===== config.mk =====
export PLATFORM = sky130hd
export DESIGN_NAME = fdm_scan
export DESIGN_NICKNAME = d
export VERILOG_FILES = /design/src/rtl/fdm_pkg.sv /design/src/rtl/fdm_scan.sv
export SDC_FILE = /design/constraint.sdc
export NUM_CORES = 1
export LEC_CHECK = 0
export BUFFER_PORTS_ARGS = -buffer_cell sky130_fd_sc_hd__clkbuf_2
export CAP_MARGIN = 20
export CORE_ASPECT_RATIO = 1.1
export CORE_MARGIN = 5
export CORE_UTILIZATION = 32
export CTS_CLUSTER_DIAMETER = 80
export DETAILED_ROUTE_END_ITERATION = 6
export SLEW_MARGIN = 25
export SYNTH_ARGS = -nofsm -noshare
export SYNTH_HDL_FRONTEND = slang
export SYNTH_SLANG_ARGS = --single-unit

===== constraint.sdc =====
create_clock -name aclk -period 12.7 [get_ports aclk]
set_clock_uncertainty 0.1 [all_clocks]
set_input_delay 1.905 -clock aclk [delete_from_list [all_inputs] [get_ports aclk]]
set_output_delay 1.905 -clock aclk [all_outputs]
set_load 0.005 [all_outputs]

===== src/rtl/fdm_pkg.sv =====
`default_nettype none

package fdm_pkg;

    // widths of the item and result fields
    localparam int unsigned PIX_W = 8;
    localparam int unsigned NUM_W = 31;
    localparam int unsigned SUM_W = 29;
    localparam int unsigned DIM_W = 11;

    // stream payload widths, padded to whole bytes
    localparam int unsigned S_DATA_W = 40;
    localparam int unsigned M_DATA_W = 96;

    // configuration register indexes
    localparam int unsigned CFG_IDX_W = 2;
    localparam logic [CFG_IDX_W-1:0] CFG_FRAME_WIDTH  = 2'd0;
    localparam logic [CFG_IDX_W-1:0] CFG_FRAME_HEIGHT = 2'd1;
    localparam logic [CFG_IDX_W-1:0] CFG_PIXEL_FORMAT = 2'd2;

    // configuration reset values
    localparam logic [DIM_W-1:0] WIDTH_RESET  = 11'd720;
    localparam logic [DIM_W-1:0] HEIGHT_RESET = 11'd480;
    localparam logic             FMT_YUV420   = 1'b0;
    localparam logic             FMT_RGB24    = 1'b1;

    // result status codes
    localparam logic STATUS_OK       = 1'b0;
    localparam logic STATUS_SEQ_FAIL = 1'b1;

    localparam logic [SUM_W-1:0] SUM_MAX = {SUM_W{1'b1}};

    // one byte on its way from the scan stage to the accumulate stage
    typedef struct packed {
        logic [PIX_W-1:0] pix;
        logic [NUM_W-1:0] frame;
        logic             counted;
        logic             odd_row;
        logic             use_prev;
        logic             eof;
        logic             mismatch;
    } fdm_item_t;

endpackage

`default_nettype wire


===== src/rtl/fdm_scan.sv =====
`default_nettype none

module fdm_scan
    import fdm_pkg::*;
#(
    parameter int unsigned MAX_WIDTH   = 1024,
    parameter int unsigned MAX_HEIGHT  = 1024,
    parameter int unsigned STORE_BYTES = 3145728,
    parameter int unsigned ADDR_W      = $clog2(STORE_BYTES)
) (
    input  wire logic                 aclk,
    input  wire logic                 aresetn,
    input  wire logic                 cfg_we,
    input  wire logic [CFG_IDX_W-1:0] cfg_index,
    input  wire logic [DIM_W-1:0]     cfg_data,
    input  wire logic                 take,
    input  wire logic [PIX_W-1:0]     pix,
    input  wire logic [NUM_W-1:0]     num,
    output logic                      item_valid,
    output fdm_item_t                 item,
    output logic                      store_rd,
    output logic                      store_wr,
    output logic [ADDR_W-1:0]         store_addr,
    output logic                      halted
);

    localparam int unsigned FRAME_MAX = 3 * MAX_WIDTH * MAX_HEIGHT;
    localparam int unsigned POS_LIM   = (FRAME_MAX > STORE_BYTES) ? FRAME_MAX : STORE_BYTES;
    localparam int unsigned POS_W     = $clog2(POS_LIM + 1);
    localparam int unsigned WW        = $clog2(MAX_WIDTH + 1);
    localparam int unsigned HW        = $clog2(MAX_HEIGHT + 1);
    localparam int unsigned CWW       = (WW > DIM_W) ? WW : DIM_W;
    localparam int unsigned CHW       = (HW > DIM_W) ? HW : DIM_W;
    localparam int unsigned COL_W     = $clog2(3 * MAX_WIDTH + 1);

    logic [DIM_W-1:0] width_reg;
    logic [DIM_W-1:0] height_reg;
    logic             format_reg;

    logic [POS_W-1:0] pos_reg,    pos_next;
    logic [HW-1:0]    row_reg,    row_next;
    logic [COL_W-1:0] col_reg,    col_next;
    logic             chroma_reg, chroma_next;
    logic             first_reg,  first_next;
    logic [NUM_W-1:0] exp_reg,    exp_next;
    logic             halt_reg,   halt_next;

    logic [CWW-1:0]   w_ext;
    logic [CHW-1:0]   h_ext;
    logic [WW-1:0]    w;
    logic [HW-1:0]    h;
    logic [WW-1:0]    half;
    logic             rgb;
    logic [COL_W-1:0] rowlen;
    logic             counted;
    logic [COL_W-1:0] col_inc;
    logic [HW-1:0]    row_inc;
    logic             col_end;
    logic             row_end;
    logic             eof;
    logic             pos0;
    logic [NUM_W-1:0] exp_eff;
    logic             mismatch;
    logic             in_store;
    logic             live;

    // configuration registers
    always_ff @(posedge aclk) begin
        if (!aresetn) begin
            width_reg  <= WIDTH_RESET;
            height_reg <= HEIGHT_RESET;
            format_reg <= FMT_YUV420;
        end else if (cfg_we) begin
            case (cfg_index)
                CFG_FRAME_WIDTH:  width_reg  <= cfg_data;
                CFG_FRAME_HEIGHT: height_reg <= cfg_data;
                CFG_PIXEL_FORMAT: format_reg <= cfg_data[0];
                default: ;
            endcase
        end
    end

    // clamped frame dimensions
    always_comb begin
        w_ext = CWW'(width_reg);
        h_ext = CHW'(height_reg);
        if (w_ext < CWW'(2)) begin
            w = WW'(2);
        end else if (w_ext > CWW'(MAX_WIDTH)) begin
            w = WW'(MAX_WIDTH);
        end else begin
            w = w_ext[WW-1:0];
        end
        if (h_ext < CHW'(2)) begin
            h = HW'(2);
        end else if (h_ext > CHW'(MAX_HEIGHT)) begin
            h = HW'(MAX_HEIGHT);
        end else begin
            h = h_ext[HW-1:0];
        end
    end

    // row length and counted flag for the current region
    always_comb begin
        rgb  = (format_reg == FMT_RGB24);
        half = w >> 1;
        if (rgb) begin
            rowlen  = (COL_W'(w) << 1) + COL_W'(w);
            counted = 1'b1;
        end else if (!chroma_reg) begin
            rowlen  = COL_W'(w);
            counted = 1'b1;
        end else begin
            rowlen  = COL_W'(half) + COL_W'(w[0] & row_reg[0]);
            counted = (col_reg < COL_W'(half));
        end
    end

    // frame sequencing and position walk
    always_comb begin
        live     = take && !halt_reg;
        pos0     = (pos_reg == '0);
        exp_eff  = (first_reg && pos0) ? num : exp_reg;
        mismatch = pos0 && (num != exp_eff);
        in_store = (pos_reg < POS_W'(STORE_BYTES));
        col_inc  = col_reg + COL_W'(1);
        row_inc  = row_reg + HW'(1);
        col_end  = (col_inc >= rowlen);
        row_end  = col_end && (row_inc >= h);
        eof      = row_end && (rgb || chroma_reg);

        pos_next    = pos_reg;
        row_next    = row_reg;
        col_next    = col_reg;
        chroma_next = chroma_reg;
        first_next  = first_reg;
        exp_next    = exp_reg;
        halt_next   = halt_reg;

        if (live) begin
            if (mismatch) begin
                halt_next = 1'b1;
            end else begin
                exp_next = exp_eff;
                pos_next = pos_reg + POS_W'(1);
                if (eof) begin
                    pos_next    = '0;
                    row_next    = '0;
                    col_next    = '0;
                    chroma_next = 1'b0;
                    first_next  = 1'b0;
                    exp_next    = exp_eff + NUM_W'(1);
                end else if (row_end) begin
                    row_next    = '0;
                    col_next    = '0;
                    chroma_next = 1'b1;
                end else if (col_end) begin
                    row_next = row_inc;
                    col_next = '0;
                end else begin
                    col_next = col_inc;
                end
            end
        end
    end

    always_ff @(posedge aclk) begin
        if (!aresetn) begin
            pos_reg    <= '0;
            row_reg    <= '0;
            col_reg    <= '0;
            chroma_reg <= 1'b0;
            first_reg  <= 1'b1;
            exp_reg    <= '0;
            halt_reg   <= 1'b0;
        end else begin
            pos_reg    <= pos_next;
            row_reg    <= row_next;
            col_reg    <= col_next;
            chroma_reg <= chroma_next;
            first_reg  <= first_next;
            exp_reg    <= exp_next;
            halt_reg   <= halt_next;
        end
    end

    // store access and item handed to the accumulate stage
    always_comb begin
        store_addr    = pos_reg[ADDR_W-1:0];
        store_rd      = live && !mismatch && in_store;
        store_wr      = live && !mismatch && in_store;
        item_valid    = live;
        item.pix      = pix;
        item.frame    = exp_eff;
        item.counted  = counted;
        item.odd_row  = row_reg[0];
        item.use_prev = !first_reg && in_store;
        item.eof      = eof;
        item.mismatch = mismatch;
        halted        = halt_reg;
    end

endmodule

`default_nettype wire


==> Word level (Yosys, flattened, before mapping) <==
Cells that the tools add are included.
{ "totals": {"elab_cells": 72, "output_inout_bits": 70, "regBits": 102, "inputBits": 56} }
{ "classes": {"muxes": 19, "bitwise": 2, "order_cmp": 8, "addsub": 6, "n_reduce_logical": 24, "eq_ne": 3} }
{ "op_table": {"columns": ["operator", "n"], "rows": [
  ["11-bit 2-to-1 mux", 8],
  ["31-bit 2-to-1 mux", 2],
  ["12-bit 2-to-1 mux", 4],
  ["31-bit by 1-bit adder with 31-bit output (second input constant)", 1],
  ["31-bit inequality test", 1],
  ["22-bit by 1-bit adder with 22-bit output (second input constant)", 1],
  ["11-bit > comparator (second input constant)", 2],
  ["22-bit logical NOT", 1],
  ["11-bit by 2-bit < comparator with 1-bit output (second input constant)", 2],
  ["22-bit < comparator (second input constant)", 1],
  ["22-bit 2-to-1 mux", 1],
  ["12-bit by 1-bit adder with 12-bit output (second input constant)", 1],
  ["12-bit by 11-bit adder with 12-bit output", 1],
  ["12-bit greater-or-equal comparator", 1],
  ["12-bit by 10-bit < comparator with 1-bit output", 1],
  ["10-bit by 1-bit adder with 11-bit output", 1],
  ["11-bit by 1-bit adder with 11-bit output (second input constant)", 1],
  ["11-bit greater-or-equal comparator", 1],
  ["2-bit AND reduction", 5],
  ["3-bit AND reduction", 3],
  ["1-bit logical AND", 8],
  ["1-bit 2-to-1 mux", 4],
  ["1-bit logical NOT", 3],
  ["3-bit nonzero test", 1],
  ["7 further kinds", 7]
]} }

==> Logic depth before layout (Yosys ltp) <==
{ "logic_depth": {"word_depth": 12, "depth_mapped": 24, "mapped_depth_nobuf": 22} }

==> Least setup slack after synthesis <==
No wires, ideal clock.
{ "synth_path": {"path_kind": "register to output", "from": "register width_reg[4], in the netlist w_ext[4]", "to": "output item[1] (netlist bit)", "path_buffers": 2, "setup_slack_ns": 6.457, "arrival_time_ns": 4.238, "t_required_ns": 10.695, "stages_incl_launch_ff": 23, "path_cell_list": "dfxtp_1 > nor4_1 > nand3_1 > a21oi_1 > ha_1 > inv_1 > fa_1 > nor2b_1 > o21ai_0 > a21boi_0 > o21ai_0 > a21oi_1 > a31oi_1 > mux2_2 > ha_1 > nand2_1 > o211ai_1 > a21o_2 > o211a_1 > clkbuf_1 > nand2_1 > inv_2 > buf_4"} }
{ "synth_via": {"elab_chain_len": 10, "word_cells_on_any_way": 12, "cone_classes": "add/sub (2); order compare (3); mux (4); bitwise (1); reduce/logical (2)"} }
{ "synth_lines": {"columns": ["element", "line_no", "text"], "rows": [
  ["from (decl)", "fdm_scan.sv:36", "logic [DIM_W-1:0] width_reg;"],
  ["from (signal assigned)", "fdm_scan.sv:75", "CFG_FRAME_WIDTH: width_reg <= cfg_data;"],
  ["11-bit > comparator", "fdm_scan.sv:89", "end else if (w_ext > CWW'(MAX_WIDTH)) begin"],
  ["11-bit 2-to-1 mux", "fdm_scan.sv:89", null],
  ["11-bit 2-to-1 mux *", "fdm_scan.sv:87", "if (w_ext < CWW'(2)) begin"],
  ["1-bit bitwise AND", "fdm_scan.sv:114", "rowlen = COL_W'(half) + COL_W'(w[0] & row_reg[0]);"],
  ["10-bit by 1-bit adder with 11-bit output", "fdm_scan.sv:114", null],
  ["11-bit 2-to-1 mux", "fdm_scan.sv:110", "end else if (!chroma_reg) begin"],
  ["12-bit 2-to-1 mux *", "fdm_scan.sv:107", "if (rgb) begin"],
  ["12-bit greater-or-equal comparator *", "fdm_scan.sv:128", "col_end = (col_inc >= rowlen);"],
  ["1-bit logical AND *", "fdm_scan.sv:129", "row_end = col_end && (row_inc >= h);"],
  ["1-bit logical AND *", "fdm_scan.sv:130", "eof = row_end && (rgb || chroma_reg);"],
  ["to (decl)", "fdm_scan.sv:20", "output fdm_item_t item,"]
]} }
Mark *: on every way between the ends. The rest lies on a longest branch, timed or not.

==> results.yml <==
clocking:
  cts_hold_buf: 0
  clk_pin_slew_ns: 0.07
  clk_path_buf_depth: 2
  cts_buffers: 9
  clk_latency_ns: 0.37
  h-tree-depth: 3
  root_buffer: "clkbuf_16"
  cts_setup_buffers: 0
  cts_tree: "yes"
  cts_sinks: 102
  cts_resized: 0
logic_synthesis:
  synth_top_family_by_area: "simple AND/OR/NAND/NOR gates"
  ys_warn_count: 0
  avgSynthCellArea_um2: 7.668
  seq_area_frac_synth_pct: 24.34
  yosys.area_share.simple_pct: 31.19
  synth_top_flop_cell: "dfxtp_1"
  synth_mux_area_share_pct: 3.281
  ys_types: 80
  synth_nets: 1200
  synth_edf_count: 0
  syn_inst: 1094
  yosys.area_share.adder_pct: 7.547
  synth_area_um2: 8389
  async_reset_ff_share_pct: 0
  ys_ff_latch: 102
  synth_xor_area_share_pct: 8.352
  synth_compound_area_share_pct: 18.99
pwr:
  peakVddDrop_mv: 0.05005
  p_per_area_nw_per_um2: 87.89
  p_leak_nw: 3.875
floorplan:
  die_h_um: 179.8
  fp-row-count: 62
  coreArea_um2: 25990
  die_w_um: 164.4
  ioPinCount: 126
  start_util_pct: 32.28
  dieArea_um2: 29560
critical_path:
  cp.arrival_ns: 5.58
  critPathKind: "reg -> out"
  cp_cell_sequence: "nor4_1 -> nand3_1 -> a21oi_1 -> ha_1 -> inv_1 -> fa_1 -> nor2b_1 -> o21ai_0 -> a21boi_0 -> o21ai_0 -> a21oi_1 -> a31oi_1 -> mux2_2 -> ha_1 -> nand2_1 -> o211ai_1 -> a21o_2 -> o211a_1 -> nand2_1 -> inv_2 -> clkbuf_2"
  slowest_delay_ns: 0.50
  cp_slowest_cell: "o211a_1"
  r2r_slack_ns: 6.57
  required_ns: 10.69
  cp_max_fo: 17
  worst_setup_path_start_kind: "flip-flop"
  end_kind: "output port"
timing:
  finalCritPeriodShare_pct: 59.69
  finalHoldViolations: 0
  fin_crit_ns: 7.580
  setup_viol: 0
  slew_headroom_pct: 32.92
  final.setup.tns_ns: 0
  drv_slew: 0
  worst_pin_slew_ns: 1.006
  fmax_ghz: 0.1319
  setup_ws_ns: 5.120
  rsz0062_at_grt: "no"
route:
  vias: 8361
  drc: 0
  dr.pass1.iters: 6
  antenna_left: 0
  totalWireLength_um: 25820
  vias_per_cell: 5.544
  drt_iter0_drc: 581
  post_drt_wl_per_cell_um: 17.12
placed_design:
  dp_hpwl_um: 19000
  gp_congestion: 0.9044
  numPortBuffers: 109
  pre_cts_slack_ns: 5.615
grt:
  grt_pass1_vias: 7860
  grt_max_degree: 62
  grt_pass1_wl_um: 41610
  antenna_found_initial: 0
  grt_usage_pct: 17.03
  overflow: 0
worst_hold_path:
  hp-class: "reg -> reg"
finish:
  largest_reg_flops: 31
  area_growth_pct: 11.26
  ff_latch_area_um2: 2042
  multi_input_area_um2: 5847
  diodes: 0
  fin_nets: 1257
  drive_gt1_share_pct: 16.44
  nFillCells: 2746
flow_run:
  drv_cap: 0
run_status:
  status: "finished clean"
-- synth_stat cells, drive strengths merged (4+ instances only) --
cell type    n  area, um2
mux2i       14      140.1
a211oi      11      82.58
o22ai        7      50.05
and4        10      88.84
nand2      188      705.7
xnor2       58      508.0
a21boi       9      67.56
o31ai        4      30.03
a21oi       81      405.4
a31o         9      78.83
a21o        13      98.85
nand4b       5      43.79
and2        18      115.1
nand4       34      212.7
clkbuf      31      136.4
or3          5      31.28
nand2b       7      43.79
o211ai       5      42.54
a31oi        7      43.79
nor4        31      281.5
and3        18      112.6
a211o        5      43.79
mux2        12      135.1
o21a        11      82.58
inv         28      105.1
o311ai       6      52.55
nor2        42      176.4
nor3        23      136.4
nor2b        5      31.28
ha          49      613.1
nand3       79      425.4
nand3b      10      75.07
dfxtp      102       2042
o21ai       48      240.2
buf         42      284.0
a32o        10      100.1
xor2        22      192.7
-- final timing paths --
path | from | end | cells past startpoint
setup / recovery | w_ext[4] | item[1] | 21
hold / removal | w_ext[8] | w_ext[8] | 2
setup reg to reg | w_ext[4] | exp_reg[17] | 22
hold reg to reg | w_ext[8] | w_ext[8] | 2
-- layer usage --
layer	up-vias	GRT usage, %	share of wire (%)
li1	4099	-	-
met1	3978	22.95	44
met2	230	27.22	47
met3	54	3.481	6.8
met4	0	5.491	2.6
met5	-	0	0
-- worst max-delay path, delay by kind of cell, from the launching register on --
| family | cells | cell delay [ns] |
|---|---|---|
| AO/OA/AOI/OAI | 9 | 2.18 |
| AND/OR/NAND/NOR | 5 | 1.00 |
| adder cells (fa/ha/maj) | 3 | 0.95 |
| buffers and inverters | 3 | 0.48 |
| flip-flops | 1 | 0.33 |
| multiplexers | 1 | 0.29 |
-- power by group --
group	total, mW	switching (mW)	internal, mW
logic	0.198	0.120	0.0786
clock network	0.275	0.141	0.135
registers	0.347	0.0154	0.332
-- layout make-up --
| class | count | share of cell area, % |
|---|---|---|
| Sequential cell | 102 | 21.88 |
| Timing Repair Buffer | 119 | 6.649 |
| Inverter | 29 | 1.166 |
| Tap cell | 352 | 4.718 |
| Clock buffer | 10 | 2.453 |
| Clock inverter | 6 | 0.4960 |
| Multi-Input combinational cell | 890 | 62.64 |
-- cells in the final DEF, fill, tap and decap left out, types with 10 or more instances in the layout --
cell and n:
a32o_1 10, nand3_1 76, o21a_1 11, xnor2_1 58, nor4_1 24, a21oi_1 80, a21o_1 12, and2_1 17
xor2_1 22, a211oi_1 11, dfxtp_1 102, mux2_2 12, nand3b_1 10, clkbuf_2 109, nand4_1 34, nor3_1 19
and3_1 18, inv_1 26, nor2_1 38, buf_4 10, nand2_1 188, o21ai_0 48, ha_1 49, mux2i_1 14
-- kinds of logic after synthesis --
kind of cell             count (synthesis)
AND/OR/NAND/NOR                        489
multiplexers                            26
adder cells (fa/ha/maj)                 50
AO/OA/AOI/OAI                          245
flip-flops                             102
buffers and inverters                  102
XOR/XNOR                                80
-- per-stage QoR --
step | hold WS [ns] | instance area (um2) | power (mW) | utilization [%] | cells
finish | 0.3731 | 9334 | 0.8204 | 35.92 | 1508
global route | 0.3916 | 9334 | 0.8575 | 35.92 | 1508
CTS | 0.3753 | 9326 | 0.8231 | 35.89 | 1508
detailed placement | 0.3653 | 9051 | 0.5506 | 34.83 | 1492
global placement | 0.3608 | 9046 | 0.5489 | 34.81 | 1492
floorplan | 0.3417 | 8389 | 0.4913 | - | 1094
Power figures use the tool's default switching activity.
